### src/rtl/core/blps_pkg.sv
`timescale 1ns / 1ps
// Shared types, constants and helper functions for the lamp pattern sequencer.
// No dependencies; every other file in rtl/core imports this package.
package blps_pkg;

    localparam int PATTERN_STEPS = 9;
    localparam int PATTERN_SLOTS = 4;
    localparam int SLOT_W        = $clog2(PATTERN_SLOTS);
    localparam int IDX_W         = 4;
    localparam int STEPS_W       = 18;
    localparam int SEL_W         = $clog2(STEPS_W);
    localparam int TIME_W        = 32;
    localparam int PERIOD_W      = 16;
    localparam int MODE_W        = 3;
    localparam int BLINK_MODES   = 3;
    localparam int CFG_IDX_W     = 3;
    localparam int IN_DATA_W     = 32;
    localparam int IN_USER_W     = 2;
    localparam int OUT_DATA_W    = 8;

    // Lamp vector: red in bit 2, yellow in bit 1, green in bit 0.
    localparam logic [2:0] LAMP_OFF = 3'b000;
    localparam logic [2:0] LAMP_R   = 3'b100;
    localparam logic [2:0] LAMP_Y   = 3'b010;
    localparam logic [2:0] LAMP_G   = 3'b001;

    // Two-phase blink patterns of modes 1..3, phase 1 and phase 0.
    localparam logic [2:0] BLINK_ON1 [BLINK_MODES] = '{LAMP_Y, LAMP_Y | LAMP_G, LAMP_Y | LAMP_G};
    localparam logic [2:0] BLINK_ON0 [BLINK_MODES] = '{LAMP_R | LAMP_G, LAMP_R | LAMP_G, LAMP_R};

    localparam logic [MODE_W-1:0] MODE_FIXED      = 3'd0;
    localparam logic [MODE_W-1:0] MODE_LAST_BLINK = 3'd3;
    localparam logic [MODE_W-1:0] MODE_FIRST_SLOT = 3'd4;

    localparam logic [1:0] STEP_DARK   = 2'd0;
    localparam logic [1:0] STEP_GREEN  = 2'd1;
    localparam logic [1:0] STEP_YELLOW = 2'd2;
    localparam logic [1:0] STEP_RED    = 2'd3;

    localparam logic [PERIOD_W-1:0] DEBOUNCE_RST     = 16'd10;
    localparam logic [PERIOD_W-1:0] BLINK_ONE_RST    = 16'd50;
    localparam logic [PERIOD_W-1:0] BLINK_TWO_RST    = 16'd200;
    localparam logic [PERIOD_W-1:0] BLINK_THREE_RST  = 16'd800;
    localparam logic [PERIOD_W-1:0] STEP_LOW_RST     = 16'd200;
    localparam logic [PERIOD_W-1:0] STEP_MEDIUM_RST  = 16'd600;
    localparam logic [PERIOD_W-1:0] STEP_HIGH_RST    = 16'd1000;

    typedef enum logic [1:0] {
        KIND_TICK    = 2'd0,
        KIND_SET     = 2'd1,
        KIND_PROGRAM = 2'd2
    } kind_t;

    typedef enum logic [1:0] {
        DELAY_LOW    = 2'd0,
        DELAY_MEDIUM = 2'd1,
        DELAY_HIGH   = 2'd2
    } delay_t;

    typedef enum logic [CFG_IDX_W-1:0] {
        REG_DEBOUNCE     = 3'd0,
        REG_BLINK_ONE    = 3'd1,
        REG_BLINK_TWO    = 3'd2,
        REG_BLINK_THREE  = 3'd3,
        REG_STEP_LOW     = 3'd4,
        REG_STEP_MEDIUM  = 3'd5,
        REG_STEP_HIGH    = 3'd6
    } reg_index_t;

    typedef struct packed {
        logic [PERIOD_W-1:0] debounce_ms;
        logic [PERIOD_W-1:0] blink_period_one;
        logic [PERIOD_W-1:0] blink_period_two;
        logic [PERIOD_W-1:0] blink_period_three;
        logic [PERIOD_W-1:0] step_period_low;
        logic [PERIOD_W-1:0] step_period_medium;
        logic [PERIOD_W-1:0] step_period_high;
    } cfg_t;

    typedef struct packed {
        logic [1:0]         kind;
        logic               button_level;
        logic [MODE_W-1:0]  new_mode;
        logic [STEPS_W-1:0] pattern_steps;
        logic [IDX_W-1:0]   pattern_length;
        logic [1:0]         delay_choice;
    } item_t;

    typedef struct packed {
        logic [2:0]        lamps;
        logic [MODE_W-1:0] mode;
    } result_t;

    // True when more than period ticks have passed since last, modulo 2^32.
    function automatic logic elapsed(input logic [TIME_W-1:0] now,
                                     input logic [TIME_W-1:0] last,
                                     input logic [PERIOD_W-1:0] period);
        logic [TIME_W-1:0] diff;
        diff = now - last;
        return diff > {{(TIME_W-PERIOD_W){1'b0}}, period};
    endfunction

    // a mod len for small a (at most PATTERN_STEPS) and len >= 1:
    // keep the largest multiple of len that fits, checked in parallel.
    function automatic logic [IDX_W-1:0] step_wrap(input logic [IDX_W-1:0] a,
                                                   input logic [IDX_W-1:0] len);
        logic [2*IDX_W-1:0] prod;
        logic [IDX_W-1:0]   res;
        res = a;
        for (int q = 0; q <= PATTERN_STEPS; q++) begin
            prod = (2*IDX_W)'(q) * {{IDX_W{1'b0}}, len};
            if (prod <= {{IDX_W{1'b0}}, a}) begin
                res = IDX_W'({{IDX_W{1'b0}}, a} - prod);
            end
        end
        return res;
    endfunction

    function automatic logic [2:0] code_to_lamps(input logic [1:0] code);
        logic [2:0] l;
        case (code)
            STEP_GREEN:  l = LAMP_G;
            STEP_YELLOW: l = LAMP_Y;
            STEP_RED:    l = LAMP_R;
            default:     l = LAMP_OFF;
        endcase
        return l;
    endfunction

endpackage

### src/rtl/core/blps_cfg_regs.sv
`timescale 1ns / 1ps
// Configuration register file: debounce delay, blink periods, step periods.
// Depends on blps_pkg.
module blps_cfg_regs
    import blps_pkg::*;
(
    input  logic                 aclk,
    input  logic                 aresetn,
    input  logic                 wr_en,
    input  logic [CFG_IDX_W-1:0] wr_index,
    input  logic [PERIOD_W-1:0]  wr_data,
    output cfg_t                 cfg
);

    cfg_t cfg_reg;
    cfg_t cfg_next;

    always_comb begin
        cfg_next = cfg_reg;
        if (wr_en) begin
            case (reg_index_t'(wr_index))
                REG_DEBOUNCE:    cfg_next.debounce_ms        = wr_data;
                REG_BLINK_ONE:   cfg_next.blink_period_one   = wr_data;
                REG_BLINK_TWO:   cfg_next.blink_period_two   = wr_data;
                REG_BLINK_THREE: cfg_next.blink_period_three = wr_data;
                REG_STEP_LOW:    cfg_next.step_period_low    = wr_data;
                REG_STEP_MEDIUM: cfg_next.step_period_medium = wr_data;
                REG_STEP_HIGH:   cfg_next.step_period_high   = wr_data;
                default: ;  // drop writes past the register list
            endcase
        end
    end

    always_ff @(posedge aclk) begin
        if (!aresetn) begin
            cfg_reg.debounce_ms        <= DEBOUNCE_RST;
            cfg_reg.blink_period_one   <= BLINK_ONE_RST;
            cfg_reg.blink_period_two   <= BLINK_TWO_RST;
            cfg_reg.blink_period_three <= BLINK_THREE_RST;
            cfg_reg.step_period_low    <= STEP_LOW_RST;
            cfg_reg.step_period_medium <= STEP_MEDIUM_RST;
            cfg_reg.step_period_high   <= STEP_HIGH_RST;
        end else begin
            cfg_reg <= cfg_next;
        end
    end

    assign cfg = cfg_reg;

endmodule

### src/rtl/core/blps_core.sv
`timescale 1ns / 1ps
// Sequencer state and single-pass update: time base, debounce, mode,
// blink phases, pattern slots and step index. Depends on blps_pkg.
module blps_core
    import blps_pkg::*;
(
    input  logic    aclk,
    input  logic    aresetn,
    input  logic    fire,
    input  item_t   item,
    input  cfg_t    cfg,
    output result_t res
);

    logic [TIME_W-1:0]   time_reg, time_next;
    logic                seen_reg, seen_next;
    logic [TIME_W-1:0]   change_reg, change_next;
    logic                handled_reg, handled_next;
    logic [MODE_W-1:0]   mode_reg, mode_next;
    logic                phase_reg [BLINK_MODES];
    logic                phase_next [BLINK_MODES];
    logic [TIME_W-1:0]   blink_last_reg [BLINK_MODES];
    logic [TIME_W-1:0]   blink_last_next [BLINK_MODES];
    logic [IDX_W-1:0]    idx_reg, idx_next;
    logic [TIME_W-1:0]   step_last_reg, step_last_next;
    logic [STEPS_W-1:0]  slot_steps_reg [PATTERN_SLOTS];
    logic [STEPS_W-1:0]  slot_steps_next [PATTERN_SLOTS];
    logic [IDX_W-1:0]    slot_len_reg [PATTERN_SLOTS];
    logic [IDX_W-1:0]    slot_len_next [PATTERN_SLOTS];
    logic [PERIOD_W-1:0] slot_period_reg [PATTERN_SLOTS];
    logic [PERIOD_W-1:0] slot_period_next [PATTERN_SLOTS];
    logic [SLOT_W-1:0]   ptr_reg, ptr_next;
    logic [2:0]          lamps_reg, lamps_next;

    logic [TIME_W-1:0]   time_tick;
    logic [PERIOD_W-1:0] blink_period [BLINK_MODES];
    logic                blink_hit [BLINK_MODES];
    logic                step_hit [PATTERN_SLOTS];

    logic [1:0]          blink_sel;
    logic [MODE_W-1:0]   slot_num;
    logic [SLOT_W-1:0]   slot_sel;
    logic [IDX_W-1:0]    sel_len;
    logic [STEPS_W-1:0]  sel_steps;
    logic [SEL_W-1:0]    bit_pos;
    logic [IDX_W-1:0]    len_sat;
    logic [PERIOD_W-1:0] prog_period;

    assign time_tick       = time_reg + TIME_W'(1);
    assign blink_period[0] = cfg.blink_period_one;
    assign blink_period[1] = cfg.blink_period_two;
    assign blink_period[2] = cfg.blink_period_three;

    // Period checks for every blink mode and slot in parallel; the mode mux picks one.
    always_comb begin
        for (int b = 0; b < BLINK_MODES; b++) begin
            blink_hit[b] = elapsed(time_tick, blink_last_reg[b], blink_period[b]);
        end
        for (int s = 0; s < PATTERN_SLOTS; s++) begin
            step_hit[s] = elapsed(time_tick, step_last_reg, slot_period_reg[s]);
        end
    end

    always_comb begin
        time_next      = time_reg;
        seen_next      = seen_reg;
        change_next    = change_reg;
        handled_next   = handled_reg;
        mode_next      = mode_reg;
        phase_next     = phase_reg;
        blink_last_next = blink_last_reg;
        idx_next       = idx_reg;
        step_last_next = step_last_reg;
        slot_steps_next  = slot_steps_reg;
        slot_len_next    = slot_len_reg;
        slot_period_next = slot_period_reg;
        ptr_next       = ptr_reg;
        lamps_next     = lamps_reg;
        blink_sel      = 2'd0;
        slot_num       = '0;
        slot_sel       = '0;
        sel_len        = '0;
        sel_steps      = '0;
        bit_pos        = '0;
        len_sat        = '0;
        prog_period    = '0;

        case (kind_t'(item.kind))
            KIND_TICK: begin
                time_next = time_tick;
                if (item.button_level != seen_reg) begin
                    seen_next    = item.button_level;
                    change_next  = time_tick;
                    handled_next = 1'b0;
                end else if (item.button_level && !handled_reg &&
                             elapsed(time_tick, change_reg, cfg.debounce_ms)) begin
                    mode_next    = mode_reg + MODE_W'(1);
                    handled_next = 1'b1;
                end

                if (mode_next == MODE_FIXED) begin
                    lamps_next = LAMP_Y | LAMP_G;
                end else if (mode_next <= MODE_LAST_BLINK) begin
                    blink_sel = 2'(mode_next - MODE_W'(1));
                    if (blink_hit[blink_sel]) begin
                        phase_next[blink_sel]      = !phase_reg[blink_sel];
                        blink_last_next[blink_sel] = time_tick;
                    end
                    lamps_next = phase_next[blink_sel] ? BLINK_ON1[blink_sel]
                                                       : BLINK_ON0[blink_sel];
                end else begin
                    lamps_next = LAMP_OFF;
                    slot_num   = mode_next - MODE_FIRST_SLOT;
                    slot_sel   = slot_num[SLOT_W-1:0];
                    if (slot_num < MODE_W'(PATTERN_SLOTS)) begin
                        sel_len   = slot_len_reg[slot_sel];
                        sel_steps = slot_steps_reg[slot_sel];
                        if (sel_len != '0) begin
                            if (step_hit[slot_sel]) begin
                                idx_next       = step_wrap(idx_reg + IDX_W'(1), sel_len);
                                step_last_next = time_tick;
                            end
                            bit_pos = SEL_W'({idx_next, 1'b0});
                            if (idx_next < sel_len && idx_next < IDX_W'(PATTERN_STEPS)) begin
                                lamps_next = code_to_lamps(sel_steps[bit_pos +: 2]);
                            end
                        end
                    end
                end
            end
            KIND_SET: begin
                mode_next = item.new_mode;
            end
            KIND_PROGRAM: begin
                len_sat = (item.pattern_length > IDX_W'(PATTERN_STEPS)) ?
                          IDX_W'(PATTERN_STEPS) : item.pattern_length;
                case (delay_t'(item.delay_choice))
                    DELAY_LOW:    prog_period = cfg.step_period_low;
                    DELAY_MEDIUM: prog_period = cfg.step_period_medium;
                    DELAY_HIGH:   prog_period = cfg.step_period_high;
                    default:      prog_period = '0;
                endcase
                // Invalid delay choice drops the whole program beat.
                if (item.delay_choice != 2'(3)) begin
                    ptr_next = (ptr_reg == SLOT_W'(PATTERN_SLOTS - 1)) ? '0
                               : ptr_reg + SLOT_W'(1);
                    slot_steps_next[ptr_reg]  = item.pattern_steps;
                    slot_len_next[ptr_reg]    = len_sat;
                    slot_period_next[ptr_reg] = prog_period;
                end
            end
            default: ;
        endcase
    end

    always_ff @(posedge aclk) begin
        if (!aresetn) begin
            time_reg      <= '0;
            seen_reg      <= 1'b0;
            change_reg    <= '0;
            handled_reg   <= 1'b0;
            mode_reg      <= MODE_FIXED;
            idx_reg       <= '0;
            step_last_reg <= '0;
            ptr_reg       <= '0;
            lamps_reg     <= LAMP_OFF;
            for (int b = 0; b < BLINK_MODES; b++) begin
                phase_reg[b]      <= 1'b0;
                blink_last_reg[b] <= '0;
            end
            for (int s = 0; s < PATTERN_SLOTS; s++) begin
                slot_steps_reg[s]  <= '0;
                slot_len_reg[s]    <= '0;
                slot_period_reg[s] <= '0;
            end
        end else if (fire) begin
            time_reg        <= time_next;
            seen_reg        <= seen_next;
            change_reg      <= change_next;
            handled_reg     <= handled_next;
            mode_reg        <= mode_next;
            idx_reg         <= idx_next;
            step_last_reg   <= step_last_next;
            ptr_reg         <= ptr_next;
            lamps_reg       <= lamps_next;
            phase_reg       <= phase_next;
            blink_last_reg  <= blink_last_next;
            slot_steps_reg  <= slot_steps_next;
            slot_len_reg    <= slot_len_next;
            slot_period_reg <= slot_period_next;
        end
    end

    assign res.lamps = lamps_next;
    assign res.mode  = mode_next;

endmodule

### src/rtl/core/button_led_pattern_sequencer.sv
`timescale 1ns / 1ps
// Lamp pattern sequencer top level: input register, sequencer core, result register.
// An accepted input beat is held in the input register, then in the result register, and shows on m_tvalid/m_tdata.
// Throughput: 1 beat per cycle while m_tready stays high; each beat is one short combinational pass of the core.
// Reset (aresetn low, synchronous): both stages empty, registers to defaults,
// time base, mode, blink and step state and all pattern slots cleared (slots empty).
// Depends on blps_pkg, blps_cfg_regs and blps_core.
module button_led_pattern_sequencer
    import blps_pkg::*;
(
    input  logic                  aclk,
    input  logic                  aresetn,

    // Input beats
    input  logic                  s_tvalid,
    output logic                  s_tready,
    // [0] button_level, [3:1] new_mode, [21:4] pattern_steps,
    // [25:22] pattern_length, [27:26] delay_choice, [31:28] zero
    input  logic [IN_DATA_W-1:0]  s_tdata,
    // [1:0] kind
    input  logic [IN_USER_W-1:0]  s_tuser,

    // Result beats
    output logic                  m_tvalid,
    input  logic                  m_tready,
    // [0] lamp_red, [1] lamp_yellow, [2] lamp_green, [5:3] mode_now, [7:6] zero
    output logic [OUT_DATA_W-1:0] m_tdata,

    // Register writes
    input  logic                  cfg_valid,
    output logic                  cfg_ready,
    input  logic [CFG_IDX_W-1:0]  cfg_index,
    input  logic [PERIOD_W-1:0]   cfg_data
);

    logic    in_valid_reg, in_valid_next;
    item_t   in_item_reg;
    logic    out_valid_reg, out_valid_next;
    result_t out_res_reg;
    logic    s_fire;
    logic    advance;
    cfg_t    cfg;
    result_t core_res;

    // Register writes are always taken; the register file absorbs one per cycle.
    assign cfg_ready = 1'b1;

    blps_cfg_regs u_cfg_regs (
        .aclk     (aclk),
        .aresetn  (aresetn),
        .wr_en    (cfg_valid && cfg_ready),
        .wr_index (cfg_index),
        .wr_data  (cfg_data),
        .cfg      (cfg)
    );

    // Advance the held beat into the result register when that register is
    // empty or being drained this cycle. The input register refills in the
    // same cycle; while the result stalls, one more beat can land in the
    // input register and then s_tready drops until the result drains.
    assign advance  = in_valid_reg && (!out_valid_reg || m_tready);
    assign s_tready = !in_valid_reg || advance;
    assign s_fire   = s_tvalid && s_tready;

    always_comb begin
        in_valid_next = in_valid_reg;
        if (s_fire) begin
            in_valid_next = 1'b1;
        end else if (advance) begin
            in_valid_next = 1'b0;
        end
        out_valid_next = out_valid_reg;
        if (advance) begin
            out_valid_next = 1'b1;
        end else if (m_tready) begin
            out_valid_next = 1'b0;
        end
    end

    always_ff @(posedge aclk) begin
        if (!aresetn) begin
            in_valid_reg  <= 1'b0;
            out_valid_reg <= 1'b0;
        end else begin
            in_valid_reg  <= in_valid_next;
            out_valid_reg <= out_valid_next;
        end
    end

    // Capture the input beat; unpack tdata/tuser into the item fields.
    always_ff @(posedge aclk) begin
        if (s_fire) begin
            in_item_reg.kind           <= s_tuser[1:0];
            in_item_reg.button_level   <= s_tdata[0];
            in_item_reg.new_mode       <= s_tdata[3:1];
            in_item_reg.pattern_steps  <= s_tdata[21:4];
            in_item_reg.pattern_length <= s_tdata[25:22];
            in_item_reg.delay_choice   <= s_tdata[27:26];
        end
    end

    blps_core u_core (
        .aclk    (aclk),
        .aresetn (aresetn),
        .fire    (advance),
        .item    (in_item_reg),
        .cfg     (cfg),
        .res     (core_res)
    );

    // Result register mirrors the core's lamps and mode after every beat;
    // reset value matches the core's reset state (lamps off, mode 0).
    always_ff @(posedge aclk) begin
        if (!aresetn) begin
            out_res_reg <= '0;
        end else if (advance) begin
            out_res_reg <= core_res;
        end
    end

    assign m_tvalid = out_valid_reg;
    assign m_tdata  = {2'b00, out_res_reg.mode, out_res_reg.lamps[0],
                       out_res_reg.lamps[1], out_res_reg.lamps[2]};

`ifndef SYNTHESIS
    // A set beat shows the forced mode in its result.
    a_set_mode: assert property (@(posedge aclk) disable iff (!aresetn)
        advance && in_item_reg.kind == KIND_SET |=> m_tdata[5:3] == $past(in_item_reg.new_mode))
        else $error("set beat did not force the mode");

    // A tick that lands in mode 0 always lights yellow and green only.
    a_mode0_lamps: assert property (@(posedge aclk) disable iff (!aresetn)
        advance && in_item_reg.kind == KIND_TICK && core_res.mode == MODE_FIXED
        |=> m_tdata[2:0] == 3'b110)
        else $error("mode 0 lamps wrong");

    // Program beats and unknown kinds leave lamps and mode as they were.
    a_program_holds: assert property (@(posedge aclk) disable iff (!aresetn)
        advance && in_item_reg.kind != KIND_TICK && in_item_reg.kind != KIND_SET
        |=> m_tdata[5:0] == $past(m_tdata[5:0]))
        else $error("command beat changed lamps or mode");
`endif

endmodule
### config.mk
export PLATFORM = sky130hd
export DESIGN_NAME = button_led_pattern_sequencer
export DESIGN_NICKNAME = d
export VERILOG_FILES = /design/src/rtl/core/blps_pkg.sv /design/src/rtl/core/blps_cfg_regs.sv /design/src/rtl/core/blps_core.sv /design/src/rtl/core/button_led_pattern_sequencer.sv
export SDC_FILE = /design/constraint.sdc
export NUM_CORES = 2
export LEC_CHECK = 0
export BUFFER_PORTS_ARGS = -buffer_cell sky130_fd_sc_hd__buf_2
export CORE_MARGIN = 1
export CORE_UTILIZATION = 55
export DETAILED_ROUTE_END_ITERATION = 12
export PLACE_DENSITY = 0.74
export REMOVE_ABC_BUFFERS = 1
export SLEW_MARGIN = 20
export SYNTH_ARGS = -nofsm -noshare
export SYNTH_HDL_FRONTEND = slang
export SYNTH_SLANG_ARGS = --single-unit
### constraint.sdc
create_clock -name aclk -period 10.5 [get_ports aclk]
set_input_delay 0 -clock aclk [delete_from_list [all_inputs] [get_ports aclk]]
set_output_delay 0 -clock aclk [all_outputs]
set_load 0.01 [all_outputs]
[Word level (Yosys, flattened, before mapping)]
Index checks and enable logic that the tools add are counted.
Operators by class
  add/subtract/negate cells: 20
  multiply operators: 5
  $lt $le $gt $ge: 27
  eq/ne operators: 16
  shift operators: 1
  mux-type cells: 79
  bitwise operators: 5
  reduce and logical (&&, ||, !) cells: 38
Operators with widths (number)
  > comparator 32 x 16 -> 1 bit: 8
  subtractor 32 bit: 5
  bitwise mux 96 bit: 1
  2-to-1 mux 4 bit: 19
  bitwise mux 72 bit: 1
  bitwise mux 64 bit: 1
  demux 32 bit (select 2 bit): 1
  2-to-1 mux 18 bit: 3
  2-to-1 mux 3 bit: 17
  one-hot mux 16 bit (3 select lines): 1
  binary-select mux 18 bit (select 2 bit): 1
  demux 18 bit (select 2 bit): 1
  subtractor 4 bit: 9
  adder 32 x 1 -> 32 bit (second input constant): 1
  demux 16 bit (select 2 bit): 1
  2-to-1 mux 16 bit: 2
  2-to-1 mux 32 bit: 1
  less-or-equal comparator 7 x 4 -> 1 bit: 4
  AND reduction 2 bit: 9
  indexed part select 18 x 6 -> 2 bit: 1
  bitwise mux 16 bit: 1
  2-to-1 mux 1 bit: 15
  multiplier 3 x 4 -> 7 bit (first input constant): 2
  binary-select mux 3 bit (select 2 bit): 2
  other kinds (47): 84
Word-level totals
  register bits after elaboration: 505
  input bits: 58
  word-level logic and storage cells: 233

[Logic depth before layout (Yosys ltp)]
  depth in word-level cells: 36
  gate-level depth with buffers: 53
  mapped depth without buffers: 50

[Hierarchy]
Synthesis repeated with hierarchy kept, for this count alone.
Second synthesis, totals
  cell total of the unflattened synthesis: 4218
  area, all modules: 34425.5 µm²
Modules (own cells, without submodules)
  blps_core: instances 1, cells an instance 3752, area an instance 28990.3 µm²
  blps_cfg_regs: instances 1, cells an instance 396, area an instance 4171.5 µm²
  button_led_pattern_sequencer: instances 1, cells an instance 70, area an instance 1263.7 µm²

[Worst setup path after synthesis]
OpenSTA, ideal clock, no wires.
  kind: register -> register
  start: register u_core.time_reg[0]
  end: register u_core.lamps_reg[2]
  library setup time: 0.079 ns
  arrival time: 11.448 ns
  data required time: 10.421 ns
  path slack: -1.027 ns
  cell stages (with the launch flop): 51
  buffers on the path: 4
  cells stage by stage: dfxtp_1 > ha_1 > nand3_1 > nor2_1 > and3_1 > and3_1 > and3_1 > and3_1 > clkbuf_1 > xnor2_1 > inv_1 > ha_1 > buf_2 > a21oi_1 > o21a_1 > a21boi_0 > a21boi_1 > xnor2_1 > [15 not listed] > fa_1 > ha_1 > fa_1 > ha_1 > and4_1 > o221ai_1 > nor4bb_1 > mux2_2 > a21oi_1 > nand2_1 > o41ai_1 > o22ai_1 > mux2_4 > ha_1 > a221oi_1 > nor2_1 > nand4bb_1 > o211ai_1
On the way
  longest elaborated chain between the ends: 36
RTL lines
  start: declaration: RTL line blps_core.sv:15  | logic [TIME_W-1:0] time_reg, time_next;
  start signal: assignment: RTL line blps_core.sv:177  | time_reg <= time_next;
  adder 32 x 1 -> 32 bit *: RTL line blps_core.sv:49  | assign time_tick = time_reg + TIME_W'(1);
  named net u_core.time_tick[14]: RTL line blps_core.sv:35  | logic [TIME_W-1:0] time_tick;
  parallel branches: the longest is 34 deep, another holds subtractor 32 bit
  2-to-1 mux 3 bit *: RTL line blps_core.sv:101  | if (mode_next == MODE_FIXED) begin
  end signal: assignment: RTL line blps_core.sv:185  | lamps_reg <= lamps_next;
  end: declaration: RTL line blps_core.sv:33  | logic [2:0] lamps_reg, lamps_next;
Mark *: on every way through the listed nets, which the timed path passes. The select of a mux whose other input is x is not followed.
A chain may end at the register's enable or synchronous reset.

[Worst setup path after layout]
  start: register u_core.time_reg[1]
  end: register u_core.lamps_reg[2]
Same word-level chain as after synthesis.

==> flow_summary.ini <==
[outcome]
status = finished clean

[run]
drv_cap = 0

[synthesis]
synth_edf_count = 30
synthTopCellsByCount = 580 x nand2_1, 475 x dfxtp_1, 468 x nor2_1
yosysSeqAreaShare_pct = 30.4
synth_area_um2 = 34200
synthFlopType = dfxtp_1
syn_area_per_cell_um2 = 7.84
synth_cells = 4366
yosysUniqueCellTypes = 107
synth_most_common_cell = nand2_1
synthArstFlopShare_pct = 0
synth.area.top_cells = dfxtp_1 28%, ha_1 13%, nand2_1 6.4%, a21oi_1 5.9%, nor2_1 5.1%
yosysTopAreaCell = dfxtp_1
synth_top_area_share_pct = 27.8
yosysWarnings = 0
yosys_register_bits = 505

[power]
netSwitchingFraction_pct = 25.9
comb_power_share_pct = 11.9
p_clk_share_pct = 46.0
p_leak_uw = 0.0155
p_per_area_nw_per_um2 = 122
power_switching_uw = 1220
seq_power_share_pct = 42.1
intPower_uw = 3480
ir_drop_uv = 184
power_uw = 4700

[setup_path]
cp-startpoint = u_core.time_reg[1]
crit_fanout = 8
cpMostUsedCell = ha_1
cp-endpoint = u_core.lamps_reg[2]
crit_arrival_ns = 10.62
startpoint_type = register
r2r_end = u_core.lamps_reg[2]
r2r_cells = 44
worstSetupPathType = register to register
endpoint_kind = register
timing.reg2reg.setup_slack_ns = 0.44
crit_required_ns = 11.06
reg2reg_from = u_core.time_reg[1]
slowest_delay_ns = 0.58
critPathSlowestCell = or4b_4

[placement]
placed_cells = 5169
portBuffers = 61
place_congestion = 0.992
hpwl_um = 68600
dp_slack_ns = -0.0818

[layout]
fin_nets = 4869
antennaDiodeCount = 0
drive_above_1_share_pct = 8.82
largest_register_ffs = 112
fin_cells = 5339
area_delta_synth_final_pct = 12.5

[die]
die-area_um2 = 63200
coreArea_um2 = 61600
fp.dieW_um = 251
dieHeight_um = 251
placementRows = 91
start_util_pct = 55.6
boundaryPins = 69

[routing]
drc = 0
ant_nets = 0
via_per_inst = 5.80
drt_iter0_drc = 2714
firstDrtPassIters = 6
vias = 31000
wire_per_inst_um = 17.8
wl_um = 95200

[clock_network]
htreeDepth = 2
clkTransAtPathRegs_ns = 0.07
cts_sinks = 505
cts_buffer_depth = 3
clkLatencyLatePin_ns = 0.64
root_buffer = clkbuf_16
cts_tree = built
cts_buffers = 55

[sta]
fin_worst_skew_ns = 0.0329
finalCritPeriodShare_pct = 95.8
timing_hold_violations_final = 0
holdWs_ns = 0.0674
max_freq_mhz = 99.4
setup_violations = 0
fin_setup_tns_ns = 0
slew_headroom_pct = 27.0
final.min_clock_period_ns = 10.06
slew_violations = 0
tightest_slew_ns = 1.09
fin_ws_ns = 0.439

[global_route]
antenna_found_initial = 1
track_usage_pct = 29.5
grt_start_max_net_pins = 171
grt_pass1_wl_um = 151000
grt-ovfl-total = 0
grt_pass1_vias = 29000

[min_path]
hold_path_class = input port to register
hp-start = s_tdata[0]
==> layer usage <==
metal | global-route usage [%] | part of all wire [%]
met5 | 0 | 0
met4 | 10.3 | 3.2
met3 | 4.21 | 6.4
met2 | 48.0 | 45
met1 | 39.9 | 45
==> worst min path at each step <==
stage / to / cells after the start
3_3_place_gp: in_item_reg[28] / 1
2_1_floorplan: u_cfg_regs.cfg[19] / 1
3_5_place_dp: in_item_reg[6] / 1
4_1_cts: in_item_reg[7] / 2
5_1_grt: in_item_reg[16] / 2
6_report: in_item_reg[27] / 2
==> kinds of logic (layout without fill, tap and decap cells) <==
kind of cell | after synthesis | after routing | synth area share (%)
AND/OR/NAND/NOR | 1513 | 1513 | 20.0
AO/OA/AOI/OAI | 1095 | 1095 | 20.7
buffers and inverters | 581 | 716 | 6.50
flip-flops | 505 | 505 | 30.4
adder cells (fa/ha/maj) | 355 | 355 | 13.2
multiplexers | 158 | 158 | 5.10
XOR/XNOR | 157 | 157 | 4.02
other | 2 | 3 | 0.0219
==> power groups by stage <==
stage               Combinational (µW)  Clock, µW  Sequential (µW)
floorplan                          347          0             2020
global placement                   507          0             2020
detailed placement                 510          0             2020
CTS                                530       2190             1980
global route                       605       2270             1980
finish                             557       2160             1980
==> worst max-delay path, delay by kind of cell (launching register included) <==
| kind | cells | cell delay [ns] |
|---|---|---|
| simple gates | 18 | 3.37 |
| fa+ha+maj | 8 | 2.60 |
| compound gates | 11 | 2.23 |
| mux | 3 | 0.84 |
| flops | 1 | 0.35 |
| xor+xnor | 2 | 0.30 |
| buf+inv | 2 | 0.25 |
==> final cells by class <==
| cell class | count | area, µm² |
|---|---|---|
| fillers | 5391 | 23100 |
| multi-input cells | 3281 | 21900 |
| flip-flops and latches | 505 | 10400 |
| repair buffers | 222 | 1660 |
| clock buffers | 75 | 1580 |
| inverters | 391 | 1480 |
| well taps | 837 | 1050 |
| clock inverters | 28 | 453 |
==> what timing repair did <==
item                                    4_1_cts  5_1_grt
pin swaps                                     2       17
hold endpoints to repair                    144        0
resized for setup                             5       49
hold buffers                                 58        0
endpoints found under the setup margin        3        3
setup buffers                                 1        8
gates cloned                                  0        0
==> stage by stage <==
stage	instance area [µm²]	util [%]
final	38500	62.5
after global placement	35600	57.8
after floorplan	33500	-
after detailed placement	35600	57.8
after CTS	38200	62.1
after global routing	38500	62.5
==> placed cells by master (no fill, tap or decap), types with 50 or more instances in the layout <==
cell	n
a211oi_1	205
a21o_1	61
a21oi_1	395
buf_2	61
buf_4	103
clkbuf_16	55
dfxtp_1	474
dlygate4sd3_1	58
ha_1	338
inv_1	384
mux2i_1	135
nand2_1	580
nand2b_1	53
nand3_1	73
nand4_1	62
nor2_1	462
nor2b_1	50
nor3_1	53
o21ai_0	135
xnor2_1	88
xor2_1	64
(Power assumes the default switching activity.)
